### src/sv/lrb_pkg.sv
// Shared types and constants for the low-transition row blanker.
package lrb_pkg;

    localparam int unsigned PIXEL_W = 8;
    localparam int unsigned COUNT_W = 8;

    localparam logic [COUNT_W-1:0] COUNT_LIMIT       = 8'd255;
    localparam logic [COUNT_W-1:0] MAX_CHANGES_RESET = 8'd10;

    // Result queue behind the line store read stage.
    localparam int unsigned FIFO_DEPTH = 3;
    localparam int unsigned FIFO_PTR_W = $clog2(FIFO_DEPTH);
    localparam int unsigned FIFO_LVL_W = $clog2(FIFO_DEPTH + 1);

    typedef struct packed {
        logic [PIXEL_W-1:0] pixel;
        logic               last_in_row;
        logic               flush;
    } in_t;

    typedef struct packed {
        logic [PIXEL_W-1:0] pixel_out;
        logic               row_end;
    } out_t;

    // Per-transaction control from the row statistics to the read stage.
    typedef struct packed {
        logic emit;
        logic blank;
        logic row_end;
    } rd_ctl_t;

endpackage

### src/sv/low_transition_row_blanker.sv
// Top level of the low-transition row blanker: handshakes, config and read stage.
// Throughput: one pixel transaction per clock while the result queue has room; each taken
// transaction reads the line store once, and writes it once unless it is a flush pixel.
// Each result belongs to the previous row, at the column of the pixel that caused it.
// Reset (aresetn low, synchronous): clears column, counters, held-row flags and the queue,
// and loads max_changes with 10; the line store keeps its contents.
module low_transition_row_blanker
    import lrb_pkg::*;
#(
    parameter int unsigned MAX_WIDTH = 256
) (
    input  logic               aclk,
    input  logic               aresetn,
    input  logic               cfg_we,
    input  logic [COUNT_W-1:0] cfg_wdata,
    input  logic               s_valid,
    output logic               s_ready,
    input  in_t                s_data,
    output logic               m_valid,
    input  logic               m_ready,
    output out_t               m_data
);

    localparam int unsigned COL_W = $clog2(MAX_WIDTH);

    logic [COUNT_W-1:0]    max_changes_reg;
    logic                  accept;
    logic [COL_W-1:0]      column;
    rd_ctl_t               rd_ctl;
    logic [PIXEL_W-1:0]    rd_data;
    logic [FIFO_LVL_W-1:0] level;
    logic [FIFO_LVL_W:0]   in_flight;
    out_t                  push_data;

    // read stage control; the pixel itself sits in the line store output register
    logic emit_reg;
    logic blank_reg;
    logic row_end_reg;

    // Blank threshold; write it only while the block is idle (the block does not enforce this).
    always_ff @(posedge aclk) begin
        if (!aresetn) begin
            max_changes_reg <= MAX_CHANGES_RESET;
        end else if (cfg_we) begin
            max_changes_reg <= cfg_wdata;
        end
    end

    // Take a transaction only when the queue has room for everything in flight.
    // Ready depends on registers alone, never on m_ready.
    assign in_flight = {1'b0, level} + {{FIFO_LVL_W{1'b0}}, emit_reg};
    assign s_ready   = in_flight < (FIFO_LVL_W + 1)'(FIFO_DEPTH);
    assign accept    = s_valid && s_ready;

    lrb_row_stats #(
        .MAX_WIDTH (MAX_WIDTH)
    ) u_row_stats (
        .aclk        (aclk),
        .aresetn     (aresetn),
        .accept      (accept),
        .in_item     (s_data),
        .max_changes (max_changes_reg),
        .column      (column),
        .rd_ctl      (rd_ctl)
    );

    // Read the held row at this column, then overwrite it with the new data pixel.
    lrb_line_store #(
        .MAX_WIDTH (MAX_WIDTH)
    ) u_line_store (
        .aclk    (aclk),
        .rd_en   (accept),
        .wr_en   (accept && !s_data.flush),
        .addr    (column),
        .wr_data (s_data.pixel),
        .rd_data (rd_data)
    );

    // Advance the read stage every cycle; drop the slot when nothing was taken
    // or no row was held.
    always_ff @(posedge aclk) begin
        if (!aresetn) begin
            emit_reg <= 1'b0;
        end else begin
            emit_reg <= accept && rd_ctl.emit;
        end
    end

    always_ff @(posedge aclk) begin
        if (accept) begin
            blank_reg   <= rd_ctl.blank;
            row_end_reg <= rd_ctl.row_end;
        end
    end

    // Blank the whole held row when it had too few transitions.
    assign push_data.pixel_out = blank_reg ? '0 : rd_data;
    assign push_data.row_end   = row_end_reg;

    lrb_out_fifo u_out_fifo (
        .aclk      (aclk),
        .aresetn   (aresetn),
        .push      (emit_reg),
        .push_data (push_data),
        .m_valid   (m_valid),
        .m_ready   (m_ready),
        .m_data    (m_data),
        .level     (level)
    );

    // A push never lands on a full queue unless a pop frees a slot.
    assert property (@(posedge aclk) disable iff (!aresetn)
        (emit_reg && !(m_valid && m_ready)) |-> (level < FIFO_LVL_W'(FIFO_DEPTH)))
        else $error("result queue overflow");

    // Input stalls only when the queue and the read stage fill the queue.
    assert property (@(posedge aclk) disable iff (!aresetn)
        !s_ready |-> (level >= FIFO_LVL_W'(FIFO_DEPTH - 1)))
        else $error("input stalled with queue space left");

    // A result comes out only for a transaction taken earlier.
    assert property (@(posedge aclk) disable iff (!aresetn)
        emit_reg |-> $past(accept))
        else $error("read stage loaded without an input transaction");

endmodule

### src/sv/lrb_row_stats.sv
// Row statistics: column tracking, transition count and held-row decision.
module lrb_row_stats
    import lrb_pkg::*;
#(
    parameter int unsigned MAX_WIDTH = 256
) (
    input  logic                         aclk,
    input  logic                         aresetn,
    input  logic                         accept,
    input  in_t                          in_item,
    input  logic [COUNT_W-1:0]           max_changes,
    output logic [$clog2(MAX_WIDTH)-1:0] column,
    output rd_ctl_t                      rd_ctl
);

    localparam int unsigned COL_W = $clog2(MAX_WIDTH);
    localparam logic [COL_W-1:0] COL_LAST = COL_W'(MAX_WIDTH - 1);

    logic [COL_W-1:0]   column_reg, column_next;
    logic [PIXEL_W-1:0] left_reg, left_next;
    logic [COUNT_W-1:0] count_reg, count_next;
    logic               held_valid_reg, held_valid_next;
    logic               held_blank_reg, held_blank_next;
    logic [COUNT_W-1:0] count_upd;

    always_comb begin
        count_upd = count_reg;
        if (!in_item.flush && (column_reg != '0) && (in_item.pixel != left_reg)
            && (count_reg != COUNT_LIMIT)) begin
            count_upd = count_reg + COUNT_W'(1);
        end
    end

    always_comb begin
        column_next     = column_reg;
        left_next       = left_reg;
        count_next      = count_reg;
        held_valid_next = held_valid_reg;
        held_blank_next = held_blank_reg;
        if (accept) begin
            if (!in_item.flush) begin
                left_next  = in_item.pixel;
                count_next = count_upd;
            end
            if (in_item.last_in_row) begin
                // close the row: hold it only if it ends on a data pixel
                held_valid_next = !in_item.flush;
                held_blank_next = !in_item.flush && (count_upd <= max_changes);
                column_next     = '0;
                count_next      = '0;
            end else if (column_reg != COL_LAST) begin
                column_next = column_reg + COL_W'(1);
            end
        end
    end

    always_ff @(posedge aclk) begin
        if (!aresetn) begin
            column_reg     <= '0;
            left_reg       <= '0;
            count_reg      <= '0;
            held_valid_reg <= 1'b0;
            held_blank_reg <= 1'b0;
        end else begin
            column_reg     <= column_next;
            left_reg       <= left_next;
            count_reg      <= count_next;
            held_valid_reg <= held_valid_next;
            held_blank_reg <= held_blank_next;
        end
    end

    assign column          = column_reg;
    assign rd_ctl.emit     = held_valid_reg;
    assign rd_ctl.blank    = held_blank_reg;
    assign rd_ctl.row_end  = in_item.last_in_row;

endmodule

### src/sv/lrb_line_store.sv
// Line buffer: one row of pixels, read-before-write at the same column.
module lrb_line_store
    import lrb_pkg::*;
#(
    parameter int unsigned MAX_WIDTH = 256
) (
    input  logic                         aclk,
    input  logic                         rd_en,
    input  logic                         wr_en,
    input  logic [$clog2(MAX_WIDTH)-1:0] addr,
    input  logic [PIXEL_W-1:0]           wr_data,
    output logic [PIXEL_W-1:0]           rd_data
);

    logic [PIXEL_W-1:0] store_reg [MAX_WIDTH];
    logic [PIXEL_W-1:0] rd_data_reg;

    // the read returns the entry's old contents when the same entry is written
    always_ff @(posedge aclk) begin
        if (rd_en) begin
            rd_data_reg <= store_reg[addr];
        end
        if (wr_en) begin
            store_reg[addr] <= wr_data;
        end
    end

    assign rd_data = rd_data_reg;

endmodule

### src/sv/lrb_out_fifo.sv
// Small result queue that decouples the result channel from the input side.
module lrb_out_fifo
    import lrb_pkg::*;
(
    input  logic                  aclk,
    input  logic                  aresetn,
    input  logic                  push,
    input  out_t                  push_data,
    output logic                  m_valid,
    input  logic                  m_ready,
    output out_t                  m_data,
    output logic [FIFO_LVL_W-1:0] level
);

    localparam logic [FIFO_PTR_W-1:0] PTR_LAST = FIFO_PTR_W'(FIFO_DEPTH - 1);

    out_t                  entry_reg [FIFO_DEPTH];
    logic [FIFO_PTR_W-1:0] wr_ptr_reg, wr_ptr_next;
    logic [FIFO_PTR_W-1:0] rd_ptr_reg, rd_ptr_next;
    logic [FIFO_LVL_W-1:0] level_reg, level_next;
    logic                  pop;

    assign pop = m_valid && m_ready;

    always_comb begin
        wr_ptr_next = wr_ptr_reg;
        rd_ptr_next = rd_ptr_reg;
        level_next  = level_reg;
        if (push) begin
            wr_ptr_next = (wr_ptr_reg == PTR_LAST) ? '0 : wr_ptr_reg + FIFO_PTR_W'(1);
        end
        if (pop) begin
            rd_ptr_next = (rd_ptr_reg == PTR_LAST) ? '0 : rd_ptr_reg + FIFO_PTR_W'(1);
        end
        if (push && !pop) begin
            level_next = level_reg + FIFO_LVL_W'(1);
        end else if (pop && !push) begin
            level_next = level_reg - FIFO_LVL_W'(1);
        end
    end

    always_ff @(posedge aclk) begin
        if (!aresetn) begin
            wr_ptr_reg <= '0;
            rd_ptr_reg <= '0;
            level_reg  <= '0;
        end else begin
            wr_ptr_reg <= wr_ptr_next;
            rd_ptr_reg <= rd_ptr_next;
            level_reg  <= level_next;
        end
    end

    always_ff @(posedge aclk) begin
        if (push) begin
            entry_reg[wr_ptr_reg] <= push_data;
        end
    end

    assign m_valid = (level_reg != '0);
    assign m_data  = entry_reg[rd_ptr_reg];
    assign level   = level_reg;

endmodule

### config.mk
export PLATFORM = sky130hd
export DESIGN_NAME = low_transition_row_blanker
export DESIGN_NICKNAME = d
export VERILOG_FILES = /design/src/sv/lrb_pkg.sv /design/src/sv/low_transition_row_blanker.sv /design/src/sv/lrb_row_stats.sv /design/src/sv/lrb_line_store.sv /design/src/sv/lrb_out_fifo.sv
export SDC_FILE = /design/constraint.sdc
export NUM_CORES = 2
export LEC_CHECK = 0
export BUFFER_PORTS_ARGS = -buffer_cell sky130_fd_sc_hd__buf_4
export CORE_MARGIN = 2
export CORE_UTILIZATION = 47
export CTS_BUF_LIST = sky130_fd_sc_hd__clkbuf_8
export CTS_CLUSTER_SIZE = 28
export DETAILED_ROUTE_END_ITERATION = 8
export PLACE_DENSITY = 0.62
export SYNTH_ARGS = -nofsm -noshare
export SYNTH_HDL_FRONTEND = slang
export SYNTH_SLANG_ARGS = --single-unit
### constraint.sdc
create_clock -name aclk -period 5.7 [get_ports aclk]
set_input_delay 1.14 -clock aclk [delete_from_list [all_inputs] [get_ports aclk]]
set_output_delay 1.14 -clock aclk [all_outputs]
set_load 0.01 [all_outputs]
==> out/results.txt <==
status: finished, final reports clean
R2R Path Start: u_out_fifo.level[0]
DRC: 0
Reg2Reg Setup Slack: 1350 ps
Yosys Warn Count: 0
crit path kind: flop to flop
hold endpoint: max_changes_reg[3]
PwrDens: 336 mW/mm^2
max_slew headroom: 24.2%
post-detail-place hpwl: 114 mm
number of antenna violations at the first check in global routing: 7
final clock skew: 62.9 ps
final WL: 196 mm
Die Ht: 421 um
Buf/Inv on CP: 1
Mapped Cells: 3877
switching power total: 6.66 mW
Critical Path End Type: flop
critical path's largest stage delay: 900 ps
Mapped Nets: 3916
Startpoint Class: flop
Core ar.: 0.173 sq mm
Ports: 34
Hold Vio Cnt, Final: 0
worst hold start: cfg_wdata[3]
clock buffer depth: 4
RSZ-0062 raised after global routing: false
vias in the first global route: 41100
setup violators final: 0
fin crit period: 4350 ps
grt ovf: 0
CTS buffer count: 353
DRT iter0 DRCs: 4319
H-tree levels: 5
Gate power share: 4.2%
# port buffers: 33
Std-Cell Rows: 153
Resized Gates After CTS: 0
internal cell power: 24.0 mW
TNS Setup: 0 ps
Clk network pwr share: 39.6%
postcts setup bufs: 0
Seq pwr share: 56.2%
ANT nets after route: 0
DRT Pass-1 Iters: 6
leakage power: 27.9 nW
Total GRT Usage: 22.0%
switching share of power: 21.7%
cts hold-fix bufs: 0
Clock Latency Late Sink: 1020 ps
Slew @ Worst Pin: 1130 ps
Final WS setup: 1350 ps
Max Fclk: 0.230 GHz
Final Cycle Share: 76.4%
cell mode on critical path: ha_1
register bit total from synthesis: 2128
detailed-route vias per instance: 5.94
CP top delay family: simple AND/OR/NAND/NOR gates
Peak VDD IR: 0.000260 V
Die X: 421 um
Non-Filler Instances: 6724
Synth Cell Area: 0.0817 sq mm
Seq. cell area: 0.0635 sq mm
slowest stage cell on the critical path: nand3_2
syn_area_per_cell: 21.1 sq um
via count: 39900
CP required: 6320 ps
clk slew on worst S/H paths: 60 ps
TritonCTS clock tree: done
fin nets: 4182
# fillers: 13500
Initial Util: 47.2%
crit-path cells: ha_1, ha_1, a21oi_1, nand2_1, nor2_2, nand3_2, buf_4, nor2_1
CTS root buf: clkbuf_8
Synth Flop Type: edfxtp_1
fraction of registers with async set or reset after synthesis: 0%
critical path data arrival time: 4980 ps
die area: 0.177 sq mm
CTS sink cnt: 2128
pre-CTS setup slack: 1040 ps
pin count of the biggest net entering global routing: 203
Area Growth Syn to Fin: 11.8%
final count of pins violating max slew: 0
Post-synth EDFFs: 2085
Finished Core Util: 52.7%
share of cells above drive strength 1: 25.1%
Synth cell types: 45
Reg2Reg Depth: 8
max reg flops: 2048
area of the multi-input gates: 0.0173 sq mm
placed cell count: 6113
sequential area share after synthesis: 77.7%
final RePlAce weighted congestion: 0.799
capturing point of the worst reg2reg path: u_line_store.store_reg[242][1]
MaxCap Viol Count: 0
first-pass GRT wire length: 284 mm
crit path max fanout: 13
Hold Crit Depth: 3
drt wl/cell: 29.1 um
class of the worst hold path: primary input to flop
-- stage by stage --
| step | area, sq um | total power [mW] | hold slack (ps) |
|---|---|---|---|
| after detailed placement | 85100 | 18.9 | 431 |
| after floorplan | 81700 | 18.3 | 408 |
| after CTS | 91300 | 30.9 | 250 |
| after global routing | 91300 | 31.7 | 293 |
| after global placement | 85100 | 18.9 | 423 |
| final | 91300 | 30.7 | 339 |
-- Yosys cell counts, types with 3 or more instances --
library cell,number,share of area [%]
xor2_1,8,0.086
mux4_2,512,14
clkbuf_1,163,0.75
buf_4,8,0.073
o22ai_1,8,0.061
nand2b_1,5,0.038
ha_1,16,0.24
and2_1,4,0.031
a21oi_1,139,0.85
nand3_1,23,0.14
or3_1,15,0.11
edfxtp_1,2085,77
o21ai_0,21,0.13
buf_2,45,0.28
dfxtp_1,43,1.1
inv_1,12,0.055
o21a_1,3,0.028
a21boi_0,17,0.16
nor4_1,32,0.24
and3_1,3,0.023
buf_1,19,0.087
nand2_1,56,0.26
nand4_1,8,0.061
nor3_1,9,0.055
or2_2,3,0.023
mux2i_1,15,0.18
xnor2_1,15,0.16
a22oi_1,256,2.4
nor2_1,284,1.3
buf_6,5,0.069
nor2b_1,27,0.21
-- cells by family after synthesis --
logic type	count (synthesis)	synth area share, %
AND/OR/NAND/NOR	474	2.55
XOR/XNOR	23	0.246
AO/OA/AOI/OAI	456	3.69
buffers and inverters	252	1.31
adder cells (fa/ha/maj)	16	0.245
multiplexers	528	14.3
flip-flops	2128	77.7
-- placed cells by master, fill, tap and decap left out, types with 15 or more instances in the layout --
master | netlist | final
edfxtp_1 | 2085 | 2085
mux4_2 | 512 | 512
clkbuf_8 | 0 | 366
nor2_1 | 284 | 282
a22oi_1 | 256 | 256
a21oi_1 | 139 | 139
buf_4 | 8 | 130
inv_1 | 12 | 129
clkinv_1 | 0 | 79
nand2_1 | 56 | 55
dfxtp_1 | 43 | 41
nor4_1 | 32 | 32
clkinv_2 | 0 | 27
nor2b_1 | 27 | 25
o21ai_0 | 21 | 21
a21boi_0 | 17 | 17
nand3_2 | 0 | 16
ha_1 | 16 | 16
xnor2_1 | 15 | 15
mux2i_1 | 15 | 15
or3_1 | 15 | 15
-- worst register-to-register path, stage by stage (launching register included) --
cell and delay, ps:
dfxtp_1 350, ha_1 210, ha_1 280, a21oi_1 190, nand2_1 160, nor2_2 760
nand3_2 920, buf_4 520, nor2_1 570
-- worst max path at each step --
stage | start | end | slack (ps) | depth (start not counted)
final | u_out_fifo.level[0] | u_line_store.store_reg[242][1] | 1350 | 8
after CTS | u_out_fifo.level[0] | u_line_store.store_reg[194][7] | 1290 | 8
after global routing | emit_reg | u_line_store.store_reg[242][0] | 1190 | 8
after global placement | s_data[7] | u_row_stats.held_blank_reg | 920 | 16
after floorplan | u_row_stats.column[1] | u_row_stats.held_blank_reg | 1810 | 18
after detailed placement | s_data[7] | u_row_stats.held_blank_reg | 1040 | 16
-- per-layer routing --
| layer | up-vias | global-route usage, % | share of wire [%] |
|---|---|---|---|
| li1 | 16800 | - | - |
| met1 | 21200 | 30.3 | 41 |
| met2 | 1532 | 33.9 | 48 |
| met3 | 412 | 5.60 | 7.8 |
| met4 | 4 | 8.65 | 3.6 |
| met5 | - | 0 | 0.013 |
-- power by group through the flow --
stage / Combinational, mW / Clock, mW / Sequential (mW)
CTS: 1.31 / 12.4 / 17.2
detailed placement: 1.31 / 0 / 17.6
global route: 1.39 / 13.1 / 17.2
global placement: 1.30 / 0 / 17.6
finish: 1.29 / 12.2 / 17.2
floorplan: 0.772 / 0 / 17.5
-- cell type report --
class / instances / area share [%]
Sequential cell: 2128 / 69.5
Antenna cell: 6 / 0.0164
Tap cell: 2325 / 3.18
Timing Repair Buffer: 151 / 1.48
Clock buffer: 366 / 5.51
Inverter: 12 / 0.0493
Clock inverter: 239 / 1.31
Multi-Input combinational cell: 1497 / 19.0
No activity file was read; power rests on OpenSTA's default activity.
